<file path="config.mk">
export PLATFORM = sky130hd
export DESIGN_NAME = msk_mul
export DESIGN_NICKNAME = d
export VERILOG_FILES = /design/src/msk_pkg.sv /design/src/msk_mul.sv
export SDC_FILE = /design/constraint.sdc
export NUM_CORES = 2
export LEC_CHECK = 0
export BUFFER_PORTS_ARGS = -buffer_cell sky130_fd_sc_hd__buf_2
export CAP_MARGIN = 10
export CORE_ASPECT_RATIO = 1.4
export CORE_MARGIN = 10
export CORE_UTILIZATION = 60
export CTS_BUF_LIST = sky130_fd_sc_hd__clkbuf_8
export DETAILED_ROUTE_END_ITERATION = 16
export GPL_TIMING_DRIVEN = 0
export PLACE_DENSITY = 0.81
export RECOVER_POWER = 25
export SYNTH_ARGS = -nofsm -noshare
export SYNTH_HDL_FRONTEND = slang
export SYNTH_SLANG_ARGS = --single-unit
export TNS_END_PERCENT = 100
</file>
<file path="constraint.sdc">
create_clock -name i_clk -period 11.2 [get_ports i_clk]
set_input_delay 2.24 -clock i_clk [delete_from_list [all_inputs] [get_ports i_clk]]
set_output_delay 2.24 -clock i_clk [all_outputs]
set_load 0.05 [all_outputs]
</file>
<file path="src/msk_pkg.sv">
package msk_pkg;

    localparam int VAL_W          = 48;
    localparam int ACC_W          = 52;
    localparam int IO_W           = 32;
    localparam int NOISE_W        = 31;
    localparam int CFG_IDX_W      = 8;
    localparam int CFG_DATA_W     = 32;
    localparam int STATE_COUNT_DEF = 4;
    localparam int FRAC_BITS_DEF  = 32;

    localparam logic signed [VAL_W-1:0] SMAX = 48'sh7FFF_FFFF_FFFF;

    localparam logic [NOISE_W-1:0] PROC_NOISE_RST = 31'd65536;
    localparam logic [NOISE_W-1:0] MEAS_NOISE_RST = 31'd19660800;

    localparam logic [CFG_IDX_W-1:0] CFG_PROC_NOISE = 8'd0;
    localparam logic [CFG_IDX_W-1:0] CFG_MEAS_NOISE = 8'd1;

    typedef struct packed {
        logic busy;
        logic done;
    } t_unit_sts;

    function automatic logic signed [VAL_W-1:0] sat48(input logic signed [63:0] v);
        if (v > 64'sh0000_7FFF_FFFF_FFFF) begin
            return SMAX;
        end
        if (v < -64'sh0000_7FFF_FFFF_FFFF) begin
            return -SMAX;
        end
        return v[VAL_W-1:0];
    endfunction

    // model matrix scaled by 2^32
    function automatic logic signed [63:0] a_raw(input int i, input int j);
        case (i * 8 + j)
            0:       return 64'sd4294967296;
            1:       return 64'sd4285476;
            2:       return -64'sd290941;
            3:       return 64'sd96378;
            9:       return 64'sd4271147819;
            10:      return -64'sd581337510;
            11:      return 64'sd176299667;
            18:      return 64'sd4294967296;
            25:      return -64'sd544670144;
            26:      return 64'sd40391564;
            27:      return 64'sd2451008476;
            default: return 64'sd0;
        endcase
    endfunction

    function automatic logic signed [63:0] b_raw(input int i);
        case (i)
            0:       return 64'sd14070;
            1:       return 64'sd40391564;
            3:       return 64'sd1379009472;
            default: return 64'sd0;
        endcase
    endfunction

    function automatic logic signed [VAL_W-1:0] scale32(input logic signed [63:0] c,
                                                       input int fb);
        if (fb >= 32) begin
            return sat48(c <<< (fb - 32));
        end
        return sat48((c + (64'sd1 <<< (31 - fb))) >>> (32 - fb));
    endfunction

    function automatic logic signed [VAL_W-1:0] coef_a(input int i, input int j, input int fb);
        return scale32(a_raw(i, j), fb);
    endfunction

    function automatic logic signed [VAL_W-1:0] coef_b(input int i, input int fb);
        return scale32(b_raw(i), fb);
    endfunction

    // q16.16 to working format
    function automatic logic signed [VAL_W-1:0] cvt16(input logic signed [63:0] v,
                                                     input int fb);
        return sat48(v <<< (fb - 16));
    endfunction

endpackage

</file>
<file path="src/msk_mul.sv">
module msk_mul #(
    parameter int FRAC_BITS = msk_pkg::FRAC_BITS_DEF
) (
    input  logic                              i_clk,
    input  logic                              i_rst_n,
    input  logic                              i_start,
    input  logic signed [msk_pkg::VAL_W-1:0]  i_a,
    input  logic signed [msk_pkg::VAL_W-1:0]  i_b,
    output msk_pkg::t_unit_sts                o_sts,
    output logic signed [msk_pkg::VAL_W-1:0]  o_res
);

    localparam int VW = msk_pkg::VAL_W;
    localparam int HW = VW / 2;
    localparam int PW = 2 * VW + 1;

    logic            r_busy;
    logic            r_done;
    logic [2:0]      r_step;
    logic            r_neg;
    logic [VW-1:0]   r_ma;
    logic [VW-1:0]   r_mb;
    logic [PW-1:0]   r_acc;
    logic signed [VW-1:0] r_res;

    logic [HW-1:0]   pa;
    logic [HW-1:0]   pb;
    logic [VW-1:0]   prod;
    logic [PW-1:0]   shifted;
    logic [PW-1:0]   rnd;
    logic [PW-1:0]   qv;
    logic [VW-1:0]   mag;

    always_comb begin
        pa   = r_step[0] ? r_ma[VW-1:HW] : r_ma[HW-1:0];
        pb   = r_step[1] ? r_mb[VW-1:HW] : r_mb[HW-1:0];
        prod = pa * pb;
        case (r_step[1:0])
            2'd0:    shifted = PW'(prod);
            2'd3:    shifted = PW'(prod) << (2 * HW);
            default: shifted = PW'(prod) << HW;
        endcase
        rnd = r_acc + (PW'(1) << (FRAC_BITS - 1));
        qv  = rnd >> FRAC_BITS;
        mag = (qv > PW'(msk_pkg::SMAX)) ? VW'(msk_pkg::SMAX) : qv[VW-1:0];
    end

    always_ff @(posedge i_clk) begin
        if (!i_rst_n) begin
            r_busy <= 1'b0;
            r_done <= 1'b0;
            r_step <= '0;
        end else begin
            r_done <= 1'b0;
            if (i_start && !r_busy) begin
                r_busy <= 1'b1;
                r_step <= '0;
                r_acc  <= '0;
                r_neg  <= i_a[VW-1] ^ i_b[VW-1];
                r_ma   <= i_a[VW-1] ? VW'(-i_a) : VW'(i_a);
                r_mb   <= i_b[VW-1] ? VW'(-i_b) : VW'(i_b);
            end else if (r_busy) begin
                if (r_step == 3'd4) begin
                    r_res  <= r_neg ? -$signed(mag) : $signed(mag);
                    r_done <= 1'b1;
                    r_busy <= 1'b0;
                end else begin
                    r_acc  <= r_acc + shifted;
                    r_step <= r_step + 3'd1;
                end
            end
        end
    end

    assign o_sts.busy = r_busy;
    assign o_sts.done = r_done;
    assign o_res      = r_res;

endmodule

</file>
# Yosys cells after proc, flatten, opt, wreduce, memory -nomap -nowiden
# Cells that the tools add are included.
[word_totals] out_inout_bits=50 input_bits=99 register_bits=247 word_cells=49
[op_classes] magnitude_cmp=1 n_reduce_logical=10 n_eq_ne=3 multipliers=1 n_addsub=6 mux=13 bitwise_logic=5
[op_table] cell="$mux W97" n=2
[op_table] cell="$pmux W96 S2" n=1
[op_table] cell="$neg A48 Y48" n=3
[op_table] cell="$add A97 B32 Y97 const B" n=1
[op_table] cell="$add A97 B96 Y97" n=1
[op_table] cell="$mux W48" n=2
[op_table] cell="$mux W47" n=2
[op_table] cell="$gt A65 B47 Y1 const B" n=1
[op_table] cell="$mul A24 B24 Y48" n=1
[op_table] cell="$mux W24" n=2
[op_table] cell="$mux W1" n=4
[op_table] cell="$not A1 Y1" n=4
[op_table] cell="$reduce_and A2 Y1" n=2
[op_table] cell="$reduce_and A4 Y1" n=1
[op_table] cell="$add A3 B1 Y3 const B" n=1
[op_table] cell="$eq A3 B3 Y1 const B" n=1
[op_table] cell="$reduce_and A3 Y1" n=1
[op_table] cell="$reduce_or A3 Y1" n=1
[op_table] cell="$eq A2 B2 Y1 const B" n=1
[op_table] cell="$logic_not A2 Y1" n=1
[op_table] cell="$ne A2 B2 Y1 const B" n=1
[op_table] cell="$reduce_bool A2 Y1" n=1
[op_table] cell="$reduce_or A2 Y1" n=1
[op_table] cell="$logic_and A1 B1 Y1" n=1
[op_table] cell="2 further kinds" n=2

# Depth between registers and ports, before layout
[logic_depth] word_depth=6 ltp_mapped=43 depth_no_buf=38

# Worst setup path after synthesis
# No wires, ideal clock.
[synth_path] kind="register to register" startpoint="register r_step[1]" endpoint="register r_acc[95], data pin" stages_incl_launch_ff=41 synth_period_minus_slack_ps=11298 setup_slack_ps=-98 arrival_ps=11028 required_time_ps=10930 setup_ps=270 path_buffers=4 cell_sequence="dfxtp_1 clkbuf_1 clkbuf_1 clkbuf_1 mux2i_1 clkbuf_1 nor2_1 fa_1 fa_1 inv_1 fa_1 inv_1 fa_1 inv_1 fa_1 inv_1 fa_1 inv_1 [... 5 more ...] o21ai_0 a221oi_1 a211oi_1 o21ai_0 a21oi_1 or3_1 a32o_1 ha_1 and4_1 and3_1 nand4_1 or4_1 o211a_1 a2111oi_0 o211ai_1 a2111oi_0 o21a_1 nor3_1"
[synth_between] elab_chain_len=6 elab_cells_between_ends=8 classes_between="1 x add/sub; 1 x mul; 1 x eq/ne; 4 x mux; 1 x reduce/logical"
[synth_lines] item="start, declared" line_no="msk_mul.sv:19" rtl="logic [2:0] r_step;"
[synth_lines] item="start signal, assigned" line_no="msk_mul.sv:69" rtl="r_step <= r_step + 3'd1;"
[synth_lines] item="$mux W24" line_no="msk_mul.sv:36" rtl="pb = r_step[1] ? r_mb[VW-1:HW] : r_mb[HW-1:0];"
[synth_lines] item="$mul A24 B24 Y48" line_no="msk_mul.sv:37" rtl="prod = pa * pb;"
[synth_lines] item="$pmux W96 S2 (*)" line_no="msk_mul.sv:38" rtl="case (r_step[1:0])"
[synth_lines] item="$add A97 B96 Y97 (*)" line_no="msk_mul.sv:68" rtl="r_acc <= r_acc + shifted;"
[synth_lines] item="$mux W97 (*)" line_no="msk_mul.sv:63" rtl="if (r_step == 3'd4) begin"
[synth_lines] item="$mux W97 (*)" line_no="msk_mul.sv:62" rtl="end else if (r_busy) begin"
[synth_lines] item="end signal, assigned" line_no="msk_mul.sv:68"
[synth_lines] item="end, declared" line_no="msk_mul.sv:23" rtl="logic [PW-1:0] r_acc;"
# Mark *: on every way between the ends. The rest lies on a longest branch, timed or not. The select of a mux whose other input is x is not followed.
# A chain may end at the register's enable or synchronous reset.

# Worst setup path in the final report
[layout_path] startpoint="register r_step[1]" endpoint="register r_acc[84], data pin"
# The elaborated chain is that of the path after synthesis.

==> impl_metrics.ini <==
[clock_network]
cts_buffer_depth = 3
cts_buffers = 43
cts_root_buffer = clkbuf_8
numClockSinks = 247
htreeDepth = 2
cts_hold_buf = 0
clock_latency_ns = 0.73
path_clk_slew_ns = 0.06
cts_tree = yes

[floorplan]
die_x_um = 237
initial_utilization_pct = 60.6
io_pins = 149
core_area_sq_um = 65400
rows = 111
die_h_um = 324
dieArea_sq_um = 76900

[detailed_routing]
via_per_inst = 6.33
drt_iter0_markers = 3280
drc_errors = 0
vias = 36142
ant_nets = 0
wl_um = 152000
wl_per_cell_um = 26.6
firstDrtPassIters = 6

[global_routing]
grt_usage_pct = 38.8
grt_first_pass_wirelength_um = 223000
grt_max_degree = 78
grt_pass1_vias = 37560
antenna_found_initial = 4
grt-ovfl-total = 0

[setup_path]
cp.required_ns = 11.63
r2r_end = r_acc[84]$_SDFFCE_PP0P_
crit_path_max_incr_delay_ns = 0.91
start_kind = flop
cp_common_cell = fa_1
crit_slowest_cell = a211oi_1
rrSetupSlack_ns = 0.08
critPathKind = flop to flop
endpoint_kind = flop
crit_fanout = 8
crit_arrival_ns = 11.55
regToRegStartpoint = r_step[1]$_SDFFE_PN0P_
r2r_cells = 39

[synthesis]
yosysSeqAreaShare_pct = 18.6
postSynthCellCount = 4564
synth-async-reset-ratio_pct = 0
synth.net_count = 5423
syn_area_per_cell_sq_um = 8.68
synth_edf_count = 242
synth_seq_cells = 247
synthFlopType = edfxtp_1
syn_area_sq_um = 39600
synth_cell_types = 97
yosysWarnings = 0

[hold_path]
hold_start = r_step[2]$_SDFFE_PN0P_
hold_depth = 1
hp-class = flop to flop
min_to = r_done$_SDFF_PP0_

[sta]
finalMaxSlewViolations = 6
skew_ns = 0.0848
slew_headroom_pct = -5.68
hold_viol_final = 0
max_freq_mhz = 89.9
whs_ns = 0.527
setup_viol = 0
tns_ns = 0
tightest_slew_ns = 1.57
period_share_pct = 99.3
final.min_clock_period_ns = 11.12

[status]
violations = capacitance limit, slew limit
status = finished, violations left

[cells_and_area]
multi_input_area_sq_um = 30400
fin_cells = 5708
final_nets = 5686
postLayoutCellArea_sq_um = 45000
drive_gt1_share_pct = 13.7
seq_area_sq_um = 7370
layout_common_cells = inv_1 (633), nand2_1 (516), nor2_1 (497), fa_1 (482), ha_1 (250)
area_growth_pct = 13.7
fillers = 5196
layout.cells.most_common = inv_1

[place]
placed_area_sq_um = 41700
dp.cells = 5573
place_hpwl_um = 120000
gp_congestion = 1.13
io_buffers = 146

[flow_run]
drv_cap = 1
how the worst max path moves through the flow:
stage,startpoint,endpoint,slack [ns],cells after the start
after floorplan,r_step[1]$_SDFFE_PN0P_,r_acc[95]$_SDFFCE_PP0P_,0.03,40
after global placement,r_step[0]$_SDFFE_PN0P_,r_acc[95]$_SDFFCE_PP0P_,-4.48,40
after detailed placement,r_step[0]$_SDFFE_PN0P_,r_acc[95]$_SDFFCE_PP0P_,-3.38,41
after CTS,r_step[0]$_SDFFE_PN0P_,r_acc[91]$_SDFFCE_PP0P_,0.005,40
after global routing,r_step[1]$_SDFFE_PN0P_,r_acc[95]$_SDFFCE_PP0P_,-0.15,40
final,r_step[1]$_SDFFE_PN0P_,r_acc[84]$_SDFFCE_PP0P_,0.08,39
synth_stat cells (17+ instances only):
master | instances | area share, %
xnor2_1 | 193 | 4.3
nand2b_1 | 19 | 0.30
fa_1 | 483 | 24
o31ai_1 | 40 | 0.76
nand2_1 | 521 | 4.9
and4_1 | 21 | 0.46
o21ai_0 | 173 | 2.2
inv_1 | 625 | 5.9
nor2b_1 | 20 | 0.32
or4_1 | 18 | 0.34
a21o_1 | 84 | 1.6
mux2_2 | 50 | 1.4
and3_1 | 44 | 0.69
a31oi_1 | 24 | 0.38
xor2_1 | 69 | 1.5
clkbuf_1 | 184 | 1.7
ha_1 | 277 | 8.7
nand3_1 | 75 | 0.95
o21a_1 | 25 | 0.47
nand4_1 | 77 | 1.2
and2_1 | 58 | 0.92
o22ai_1 | 17 | 0.27
o21bai_1 | 36 | 0.68
or3_1 | 43 | 0.68
nor3_1 | 74 | 0.93
nor4_1 | 28 | 0.44
mux2i_1 | 57 | 1.4
a211oi_1 | 22 | 0.42
edfxtp_1 | 242 | 18
a22o_1 | 29 | 0.64
nor2_1 | 500 | 4.7
a21oi_1 | 181 | 2.3
metrics by stage:
step	util [%]	setup slack, ns
6_report	68.8	0.0799
5_1_grt	68.8	-0.148
4_1_cts	67.1	0.00495
3_5_place_dp	63.7	-3.38
3_3_place_gp	63.3	-4.48
2_1_floorplan	-	0.0258
cell type report:
class | instances | area share [%]
Timing Repair Buffer | 239 | 3.58
Multi-Input combinational cell | 3475 | 67.6
Antenna cell | 2 | 0.0111
Clock inverter | 30 | 0.536
Tap cell | 847 | 2.35
Clock buffer | 47 | 1.44
Inverter | 627 | 5.23
Buffer | 194 | 2.89
Sequential cell | 247 | 16.4
sequential cells by signal, summed over array words and instances (netlist names):
signal  cells
r_acc      97
o_res      48
r_ma       48
r_mb       48
r_step      3
r_busy      1
r_done      1
r_neg       1
per-layer routing:
layer	vias up	track usage, %	routed length (um)
li1	15892	-	-
met1	17397	36.0	46100
met2	2034	68.2	74900
met3	819	8.77	12100
met4	0	39.1	18600
met5	-	0	0
logic make-up (layout without fill, tap and decap cells):
| group | after synthesis | after routing | synth area share [%] |
|---|---|---|---|
| multiplexers | 107 | 107 | 2.86 |
| flip-flops | 247 | 247 | 18.6 |
| adder cells (fa/ha/maj) | 760 | 760 | 33.2 |
| XOR/XNOR | 262 | 262 | 5.79 |
| AO/OA/AOI/OAI | 789 | 789 | 13.2 |
| AND/OR/NAND/NOR | 1557 | 1557 | 18.2 |
| other | 0 | 2 | 0 |
| buffers and inverters | 842 | 1137 | 8.13 |
critical path, delay by kind of cell (launching register included):
family | cells | cell delay [ns]
AOI/OAI and AO/OA | 7 | 2.52
xor gates and xnor gates | 2 | 0.88
adders and majority gates | 9 | 3.75
buffers and inverters | 12 | 1.64
DFF | 1 | 0.38
muxes | 1 | 0.31
and+or+nand+nor | 8 | 1.29
what timing repair did:
item | 4_1_cts | 5_1_grt
pin swaps | 15 | 44
resized for setup | 296 | 192
endpoints found under the hold margin | 0 | 0
setup buffers | 26 | 48
endpoints found under the setup margin | 78 | 54
gates cloned | 0 | 3
Power is not shown: default switching activity piles up to over one toggle a cycle in this logic, so the estimate is an artifact.
