### src/msk_pkg.sv
package msk_pkg;

    localparam int VAL_W          = 48;
    localparam int ACC_W          = 52;
    localparam int IO_W           = 32;
    localparam int NOISE_W        = 31;
    localparam int CFG_IDX_W      = 8;
    localparam int CFG_DATA_W     = 32;
    localparam int STATE_COUNT_DEF = 4;
    localparam int FRAC_BITS_DEF  = 32;

    localparam logic signed [VAL_W-1:0] SMAX = 48'sh7FFF_FFFF_FFFF;

    localparam logic [NOISE_W-1:0] PROC_NOISE_RST = 31'd65536;
    localparam logic [NOISE_W-1:0] MEAS_NOISE_RST = 31'd19660800;

    localparam logic [CFG_IDX_W-1:0] CFG_PROC_NOISE = 8'd0;
    localparam logic [CFG_IDX_W-1:0] CFG_MEAS_NOISE = 8'd1;

    typedef struct packed {
        logic busy;
        logic done;
    } t_unit_sts;

    function automatic logic signed [VAL_W-1:0] sat48(input logic signed [63:0] v);
        if (v > 64'sh0000_7FFF_FFFF_FFFF) begin
            return SMAX;
        end
        if (v < -64'sh0000_7FFF_FFFF_FFFF) begin
            return -SMAX;
        end
        return v[VAL_W-1:0];
    endfunction

    // model matrix scaled by 2^32
    function automatic logic signed [63:0] a_raw(input int i, input int j);
        case (i * 8 + j)
            0:       return 64'sd4294967296;
            1:       return 64'sd4285476;
            2:       return -64'sd290941;
            3:       return 64'sd96378;
            9:       return 64'sd4271147819;
            10:      return -64'sd581337510;
            11:      return 64'sd176299667;
            18:      return 64'sd4294967296;
            25:      return -64'sd544670144;
            26:      return 64'sd40391564;
            27:      return 64'sd2451008476;
            default: return 64'sd0;
        endcase
    endfunction

    function automatic logic signed [63:0] b_raw(input int i);
        case (i)
            0:       return 64'sd14070;
            1:       return 64'sd40391564;
            3:       return 64'sd1379009472;
            default: return 64'sd0;
        endcase
    endfunction

    function automatic logic signed [VAL_W-1:0] scale32(input logic signed [63:0] c,
                                                       input int fb);
        if (fb >= 32) begin
            return sat48(c <<< (fb - 32));
        end
        return sat48((c + (64'sd1 <<< (31 - fb))) >>> (32 - fb));
    endfunction

    function automatic logic signed [VAL_W-1:0] coef_a(input int i, input int j, input int fb);
        return scale32(a_raw(i, j), fb);
    endfunction

    function automatic logic signed [VAL_W-1:0] coef_b(input int i, input int fb);
        return scale32(b_raw(i), fb);
    endfunction

    // q16.16 to working format
    function automatic logic signed [VAL_W-1:0] cvt16(input logic signed [63:0] v,
                                                     input int fb);
        return sat48(v <<< (fb - 16));
    endfunction

endpackage

### src/msk_div.sv
module msk_div #(
    parameter int FRAC_BITS = msk_pkg::FRAC_BITS_DEF
) (
    input  logic                              i_clk,
    input  logic                              i_rst_n,
    input  logic                              i_start,
    input  logic signed [msk_pkg::VAL_W-1:0]  i_num,
    input  logic signed [msk_pkg::VAL_W-1:0]  i_den,
    output msk_pkg::t_unit_sts                o_sts,
    output logic signed [msk_pkg::VAL_W-1:0]  o_quo
);

    localparam int VW = msk_pkg::VAL_W;
    localparam int NW = VW + FRAC_BITS;
    localparam int CW = $clog2(NW + 1);

    logic            r_busy;
    logic            r_done;
    logic [CW-1:0]   r_cnt;
    logic            r_neg;
    logic [NW-1:0]   r_num;
    logic [NW-1:0]   r_quo;
    logic [VW:0]     r_rem;
    logic [VW-1:0]   r_den;
    logic signed [VW-1:0] r_res;

    logic [VW:0]     trial;
    logic            fits;
    logic [VW-1:0]   mag;
    logic [VW-1:0]   num_mag;

    always_comb begin
        num_mag = i_num[VW-1] ? VW'(-i_num) : VW'(i_num);
        trial   = {r_rem[VW-1:0], r_num[NW-1]};
        fits    = trial >= {1'b0, r_den};
        mag     = (r_quo > NW'(msk_pkg::SMAX)) ? VW'(msk_pkg::SMAX) : r_quo[VW-1:0];
    end

    always_ff @(posedge i_clk) begin
        if (!i_rst_n) begin
            r_busy <= 1'b0;
            r_done <= 1'b0;
            r_cnt  <= '0;
        end else begin
            r_done <= 1'b0;
            if (i_start && !r_busy) begin
                r_busy <= 1'b1;
                r_cnt  <= CW'(NW);
                r_neg  <= i_num[VW-1];
                r_num  <= NW'(num_mag) << FRAC_BITS;
                r_quo  <= '0;
                r_rem  <= '0;
                r_den  <= VW'(i_den);
            end else if (r_busy) begin
                if (r_cnt == '0) begin
                    r_res  <= r_neg ? -$signed(mag) : $signed(mag);
                    r_done <= 1'b1;
                    r_busy <= 1'b0;
                end else begin
                    r_rem <= fits ? (trial - {1'b0, r_den}) : trial;
                    r_quo <= {r_quo[NW-2:0], fits};
                    r_num <= r_num << 1;
                    r_cnt <= r_cnt - CW'(1);
                end
            end
        end
    end

    assign o_sts.busy = r_busy;
    assign o_sts.done = r_done;
    assign o_quo      = r_res;

endmodule

### config.mk
export PLATFORM = sky130hd
export DESIGN_NAME = msk_div
export DESIGN_NICKNAME = d
export VERILOG_FILES = /design/src/msk_pkg.sv /design/src/msk_div.sv
export SDC_FILE = /design/constraint.sdc
export NUM_CORES = 1
export LEC_CHECK = 0
export BUFFER_PORTS_ARGS = -buffer_cell sky130_fd_sc_hd__buf_2
export CORE_ASPECT_RATIO = 0.9
export CORE_UTILIZATION = 54
export DETAILED_ROUTE_END_ITERATION = 10
export PLACE_DENSITY = 0.78
export SLEW_MARGIN = 20
export SYNTH_ARGS = -nofsm -noshare
export SYNTH_HDL_FRONTEND = slang
export SYNTH_SLANG_ARGS = --single-unit
### constraint.sdc
create_clock -name i_clk -period 53 [get_ports i_clk]
set_clock_uncertainty 0.15 [all_clocks]
set_input_delay 7.95 -clock i_clk [delete_from_list [all_inputs] [get_ports i_clk]]
set_output_delay 7.95 -clock i_clk [all_outputs]
set_load 0.01 [all_outputs]
### Word-level counts from Yosys, hierarchy flattened

Cells that the tools add are included.

* register bits: 314
* input port bits: 99
* output and inout bits: 50
* word-level logic and storage cells: 51

* add/subtract/negate cells: 4
* magnitude comparators: 2
* equality and inequality tests: 1
* multiplexer cells: 18
* bitwise operators: 4
* reductions and logical operators: 11

Operators with widths (number)
* $mux W80: 5
* $mux W48: 6
* $neg A48 Y48: 2
* $gt A80 B47 Y1 const B: 1
* $ge A49 B48 Y1: 1
* $sub A48 B48 Y48: 1
* $mux W7: 3
* $logic_not A7 Y1: 1
* $sub A7 B1 Y7 const B: 1
* $reduce_and A2 Y1: 3
* $mux W1: 4
* $not A1 Y1: 4
* $reduce_and A4 Y1: 1
* $reduce_and A3 Y1: 1
* $reduce_or A3 Y1: 1
* $ne A2 B2 Y1 const B: 1
* $reduce_bool A2 Y1: 1
* $reduce_or A2 Y1: 1
* $logic_and A1 B1 Y1: 1
* $logic_not A1 Y1: 1

### Depth between registers and ports, before layout

Gate-level depths: netlist of the first run.

* word-level depth: 4
* gate-level depth with buffers: 18
* gate-level depth less buffers: 14

### Worst setup path before layout of the first run

OpenSTA, ideal clock, no wires.

* kind: input to register
* from: input i_start
* to: register r_num[32], enable pin
* library setup time: 983 ps
* data arrival time: 21173 ps
* data required time: 51867 ps
* slack: 30694 ps
* cell stages on the path: 5
* buffers on the path: 3
* cells stage by stage: nand2b_1 > clkbuf_1 > clkbuf_1 > clkbuf_1 > a21boi_0

* word-level cells in the longest chain between the ends: 3
* elaborated cells between the ends (all ways): 4
* those cells by class: 1 x eq/ne; 3 x reduce/logical

RTL lines
* start: declaration: RTL line msk_div.sv:6 `input logic i_start,`
* $logic_and A1 B1 Y1 (*): RTL line msk_div.sv:46 `if (i_start && !r_busy) begin`
* $ne A2 B2 Y1 (no line) or $reduce_bool A2 Y1 (tied branches)
* $reduce_and A3 Y1 (no line) (*)
* end signal: assignment: RTL line msk_div.sv:50 `r_num <= NW'(num_mag) << FRAC_BITS;`
* end signal: assignment: RTL line msk_div.sv:62 `r_num <= r_num << 1;`
* end: declaration: RTL line msk_div.sv:21 `logic [NW-1:0] r_num;`

Mark *: on every way between the ends. The rest lies on a longest branch, timed or not.
A chain may end at the register's enable or synchronous reset.

### Worst setup path in the final report of the first run

* from: input i_num[10] (netlist bit)
* to: register r_num[76], data pin

* word-level cells in the longest chain between the ends: 3

RTL lines
* start: declaration: RTL line msk_div.sv:7 `input logic signed [msk_pkg::VAL_W-1:0] i_num,`
* $neg A48 Y48: RTL line msk_div.sv:33 `num_mag = i_num[VW-1] ? VW'(-i_num) : VW'(i_num);`
* $mux W48: RTL line msk_div.sv:33
* $mux W80: RTL line msk_div.sv:46

No other way between the ends.

==> results of run 1 <==
==> critical path, stage by stage <==
cell and delay [ps]:
buf_2 120, nor4_1 680, nor4b_4 390, nand3_1 140, or3_1 380, or3_4 400
or3_4 410, or3_4 390, o31ai_1 270, xor2_1 180, o21ai_1 70
==> logic make-up after synthesis <==
family	share of synthesized area, %
mux	2.56
buf+inv	3.82
xor+xnor	6.10
simple gates	17.1
compound gates	12.7
flops	53.5
fa+ha+maj	4.20
==> placed cells by master (no fill, tap or decap), types with 15 or more instances in the layout <==
cell type  Yosys  final
nor4_1        17     17
nand3_1       31     31
or3_1         15     15
clkbuf_16      0     29
a21oi_1       55     55
nor2_1       120    120
inv_1         82     82
edfxtp_1     273    273
nand2_1      140    140
o21ai_0      117    117
buf_2          3    148
ha_1          51     51
and2_1        85     84
o31ai_1       25     25
xnor2_1       29     29
mux2i_1       40     40
nand4_1       17     17
nor3_1        37     37
xor2_1        80     80
o311ai_0      19     19
==> power by group <==
group	internal, mW	total, mW	switching [mW]	leakage [nW]
combinational	0.0438	0.111	0.0668	3.68
sequential	0.269	0.279	0.00934	2.64
clock	0.114	0.196	0.0825	0.446
==> layout make-up <==
class,count,area (um2)
inverter,82,308
tap,360,450
clock buffer,32,737
sequential,282,8380
timing repair buffer,158,816
multi-input combinational,1044,6740
clock inverter,20,170
fill,2241,10600
==> how the worst max path moves through the flow <==
stage / cells after the start / slack, ps / end / from
finish: 11 / 41730 / r_num[76] / i_num[10]
floorplan: 5 / 30690 / r_num[32] / i_start
global placement: 11 / 41270 / r_num[76] / i_num[4]
CTS: 11 / 41780 / r_num[76] / i_num[10]
detailed placement: 11 / 41200 / r_num[76] / i_num[10]
global route: 11 / 41550 / r_num[76] / i_num[4]
==> registers in the layout, indices dropped and copies added, names as in the netlist <==
register  cells
o_quo        48
r_busy        1
r_neg         1
r_done        1
r_quo        80
r_rem        48
r_cnt         7
r_den        48
r_num        48
==> Yosys cell counts (5+ instances only) <==
master	count
nor2b_1	13
o21ai_1	7
nor4_1	17
xnor2_1	29
inv_1	82
o21ai_0	117
or3_1	15
o21bai_1	7
xor2_1	80
or2_2	5
nand4_1	17
clkbuf_1	67
o31ai_1	25
nand3_1	31
nand2b_1	8
dfxtp_1	9
a211oi_1	8
o41ai_1	11
ha_1	51
mux2i_1	40
o311ai_0	19
a221o_1	6
a21o_1	14
or3_4	6
a21oi_1	55
edfxtp_1	273
or4_1	12
nor3b_1	5
and2_1	85
nor2_1	120
a31oi_1	7
a21boi_0	8
nand2_1	140
nor3_1	37
==> routing by layer <==
metal  up-vias  global-route usage, %
li1       5641                      -
met5         -                      0
met4         0                   5.59
met2       373                   33.0
met3        39                   2.45
met1      5470                   33.2
==> through the flow <==
step	hold WS, ps	worst slack, ps	instances	cell area, um2	util, %
after CTS	377	41780	1978	17600	62.3
final	373	41730	1978	17600	62.3
after global routing	401	41550	1978	17600	62.3
after global placement	348	41270	1926	16700	59.1
after floorplan	309	30690	1482	15700	-
after detailed placement	356	41200	1926	16700	59.1
==> run_results.csv, run 1 <==
group,metric,value,unit
run_status,status,"finished, final reports clean",
pwr,total_power,585,uW
global_route,gr-total-overflow,0,
cts,cts-root-buf,"clkbuf_16",
timing,timing.final.crit_share,21.3,%
die,die_x,182,um
synth,yosys.area.top_type_share,52.3,%
finish,area_growth,12.4,%
die,boundaryPins,149,
global_route,grt_pass1_wl,52.7,mm
hold_path,hp-class,"reg -> reg",
timing,fin_tns_setup,0,ps
synth,synth_area_leaders,"edfxtp_1 (52%), xor2_1 (4.5%), ha_1 (4.1%)",
cts,clock_latency,550,ps
timing,slew_violations,0,
timing,fmax,88.7,MHz
die,rows,58,
hold_path,hold_end,"r_num[59]",
synth,synth_edf_count,273,
drt,firstDrtPassIters,5,
synth,syn_avg_cell_area,10.6,um2
die,dieArea,29700,um2
synth,yosys_warnings,0,
drt,wl,32.6,mm
timing,tightest_slew,1010,ps
setup_path,rr_worst_depth,14,
cts,cts_tree,"done",
timing,rsz0062_at_grt,"false",
placement,gp_congestion,0.855,
timing,fin_crit,11270,ps
drt,vias_per_cell,5.83,
die,die_h,164,um
setup_path,r2r_setup_slack,47840,ps
finish,antenna_cells_inserted,0,
global_route,grt_pass1_vias,10500,
timing,finalSetupViolCount,0,
drt,dr_wl_met3,1.74,mm
global_route,antenna_found_initial,0,
setup_path,path_max_fanout,5,
setup_path,rr_startpoint,"r_quo[51]",
drt,drc,0,
cts,cts_inserted_buffers,29,
placement,io_buffers,148,
cts,cts_resized,0,
synth,syn-num-nets,1633,
synth,synth-seq-cells,282,
timing,max_slew_margin,32.4,%
drt,antenna_left,0,
synth,synth_ff_type,"edfxtp_1",
drt,vias,11500,
drt,drt_iter0_markers,1137,
global_route,grt_max_degree,116,
cts,h-tree-depth,1,
synth,ys_types,70,
drt,wl_per_cell,16.5,um
cts,clk_pin_slew,60,ps
drt,wl_met1,16.0,mm
synth,synth_area_leader_cell,"edfxtp_1",
die,coreArea,28200,um2
synth,synthesis.area,15700,um2
synth,synth_async_sr_flop_share,0,%
finish,drive_gt1_share,14.0,%
drt,dr.max_layer_used,"met4",
cts,cts_max_path_buffers,3,
cts,clkSinkCount,282,
setup_path,rr_endpoint,"o_quo[44]",
die,initial_utilization,55.5,%
pwr,ir_drop,0.0000235,V
run,drv_cap,0,
setup_path,worstPathArrival,11380,ps
synth,synth_cells,1482,
global_route,track_usage,21.8,%
cts,ctsHoldBuffers,0,
synth,ys_seq_area_share,53.5,%
drt,met2_length,14.2,mm
pwr,powerDensity,33.3,nW/um2
setup_path,required,53110,ps
hold_path,hold-path-cell-count,2,
setup_path,critPathCaptureType,"flip-flop",
cts,cts_setup_buffers,0,
timing,hold_viol,0,
hold_path,hold_start,"r_num[58]",
placement,dp_hpwl,22.1,mm
setup_path,critPathKind,"in -> reg",
finish,fin_nets,1748,
pwr,p_leak,6.77,nW
setup_path,start_kind,"input pin",
No activity file was read; power rests on OpenSTA's default activity.
==> inputs of run 2 (changes only) <==
- ABC_AREA: default -> 1
- PLACE_DENSITY: 0.78 -> 0.8
- clock period: 53 -> 10.05 ns (I/O delays scaled with it)
==> run_results.csv, run 2 <==
group,metric,value,unit
cts,clk_pin_slew,60,ps
drt,vias_per_cell,5.49,
cts,clkSinkCount,282,
synth,synth_edf_count,273,
die,dieArea,32700,um2
synth,ys_types,47,
drt,vias,14600,
finish,fin_nets,2373,
cts,cts-root-buf,"clkbuf_16",
drt,firstDrtPassIters,7,
timing,fin_crit,3860,ps
synth,syn_avg_cell_area,8.26,um2
global_route,grt_pass1_vias,13500,
cts,cts_tree,"done",
drt,dr_wl_met3,3.10,mm
finish,multi_input_area,7530,um2
global_route,antenna_found_initial,3,
pwr,total_power,3.06,mW
setup_path,critPathKind,"in -> reg",
finish,register_area,8380,um2
timing,timing.final.crit_share,38.4,%
die,coreArea,31200,um2
synth,synth_cells,2093,
timing,fmax,259,MHz
timing,slew_violations,0,
global_route,grt_pass1_wl,69.1,mm
setup_path,path_max_fanout,28,
die,rows,61,
finish,final_cell_mix,"nand2_1 (376), nor2_1 (358), inv_1 (291)",
die,die_x,191,um
placement,dp_hpwl,31.8,mm
synth,synth_ff_type,"edfxtp_1",
die,boundaryPins,149,
drt,wl,43.2,mm
finish,largest_reg_flops,80,
drt,dr.max_layer_used,"met4",
synth,yosys.area.top_type_share,47.4,%
timing,tightest_slew,1010,ps
drt,drc,0,
pwr,powerDensity,159,nW/um2
placement,io_buffers,148,
timing,fin_tns_setup,0,ps
die,die_h,172,um
synth,syn-num-nets,2244,
timing,rsz0062_at_grt,"false",
finish,area_growth,11.4,%
placement,gp_congestion,0.986,
cts,cts_setup_buffers,0,
timing,finalSetupViolCount,0,
synth,synth_async_sr_flop_share,0,%
drt,antenna_left,0,
timing,max_slew_margin,32.8,%
die,initial_utilization,55.4,%
pwr,ir_drop,0.000141,V
cts,h-tree-depth,1,
synth,synth_area_leader_cell,"edfxtp_1",
synth,synth_area_leaders,"edfxtp_1 (47%), nand2_1 (8.2%), nor2_1 (7.8%)",
drt,wl_per_cell,16.3,um
synth,synthTopCellsByCount,"nand2_1 (377), nor2_1 (359), inv_1 (292), edfxtp_1 (273), o21ai_0 (145)",
timing,whs,324,ps
global_route,gr-total-overflow,0,
drt,drt_iter0_markers,1336,
global_route,grt_max_degree,177,
synth,synthMostInstantiatedCell,"nand2_1",
cts,cts_resized,0,
setup_path,start_kind,"input pin",
hold_path,hp-class,"reg -> reg",
run_status,status,"finished, final reports clean",
setup_path,critPathCaptureType,"flip-flop",
run,drv_cap,0,
finish,regMostFlops,"r_quo",
setup_path,worstPathArrival,3980,ps
drt,wl_met1,19.7,mm
finish,utilization,61.7,%
cts,cts_max_path_buffers,3,
synth,synthesis.area,17300,um2
synth,ys_seq_area_share,48.5,%
finish,n_fill_cell,2744,
synth,synth-seq-cells,282,
synth,yosys_warnings,0,
finish,final_common_cell,"nand2_1",
finish,drive_gt1_share,10.7,%
timing,hold_viol,0,
drt,met2_length,19.6,mm
pwr,p_leak,7.78,nW
cts,cts_inserted_buffers,30,
global_route,track_usage,26.7,%
cts,ctsHoldBuffers,0,
setup_path,required,10170,ps
cts,clock_latency,560,ps
[run 2: routing by layer]
layer | global-route usage [%] | vias up
met4 | 5.91 | 0
met1 | 38.3 | 6749
li1 | - | 7222
met2 | 42.7 | 553
met5 | 0 | -
met3 | 3.94 | 58
[run 2: kinds of logic (layout without fill, tap and decap cells)]
kind of cell    Yosys count  count (layout)  share of synthesized area (%)
compound gates          338             338                           10.3
xor+xnor                107             107                           5.42
fa+ha+maj                52              52                           3.81
buf+inv                 358             507                           8.15
flops                   282             282                           48.5
other cells               0               3                              0
simple gates            956             956                           23.8
[run 2: layout make-up]
type | instances | share of cell area [%]
diodes | 3 | 0.0390
clock buffers | 35 | 4.11
clock inverters | 17 | 0.436
inverters | 297 | 5.79
multi-input cells | 1453 | 39.1
flip-flops and latches | 282 | 43.5
well taps | 409 | 2.66
repair buffers | 158 | 4.32
[run 2: final timing paths]
path | from | endpoint | slack [ps] | cells after the start
max reg2reg | r_rem[15] | r_rem[45] | 6320 | 13
min | r_cnt[0] | r_cnt[0] | 320 | 2
max | i_num[47] | r_num[66] | 6190 | 6
min reg2reg | r_cnt[0] | r_cnt[0] | 320 | 2
[run 2: worst max-delay path, cell delays in order]
cell and delay, ps:
buf_2 470, clkinv_1 850, a31oi_1 760, a21oi_1 130
xor2_1 160, o21ai_0 90
[run 2: report_power, final]
part	switching (mW)	leakage, nW	total [mW]	internal (mW)
clock	0.443	0.429	0.999	0.556
sequential	0.0358	2.64	1.45	1.42
combinational	0.417	4.71	0.612	0.196
[run 2: stage by stage]
stage	instances	cell area (um2)	worst slack, ps
after floorplan	2093	17300	2600
after global placement	2599	18400	5780
after detailed placement	2599	18400	5710
after CTS	2651	19200	6280
after global routing	2654	19200	5960
final	2654	19200	6190
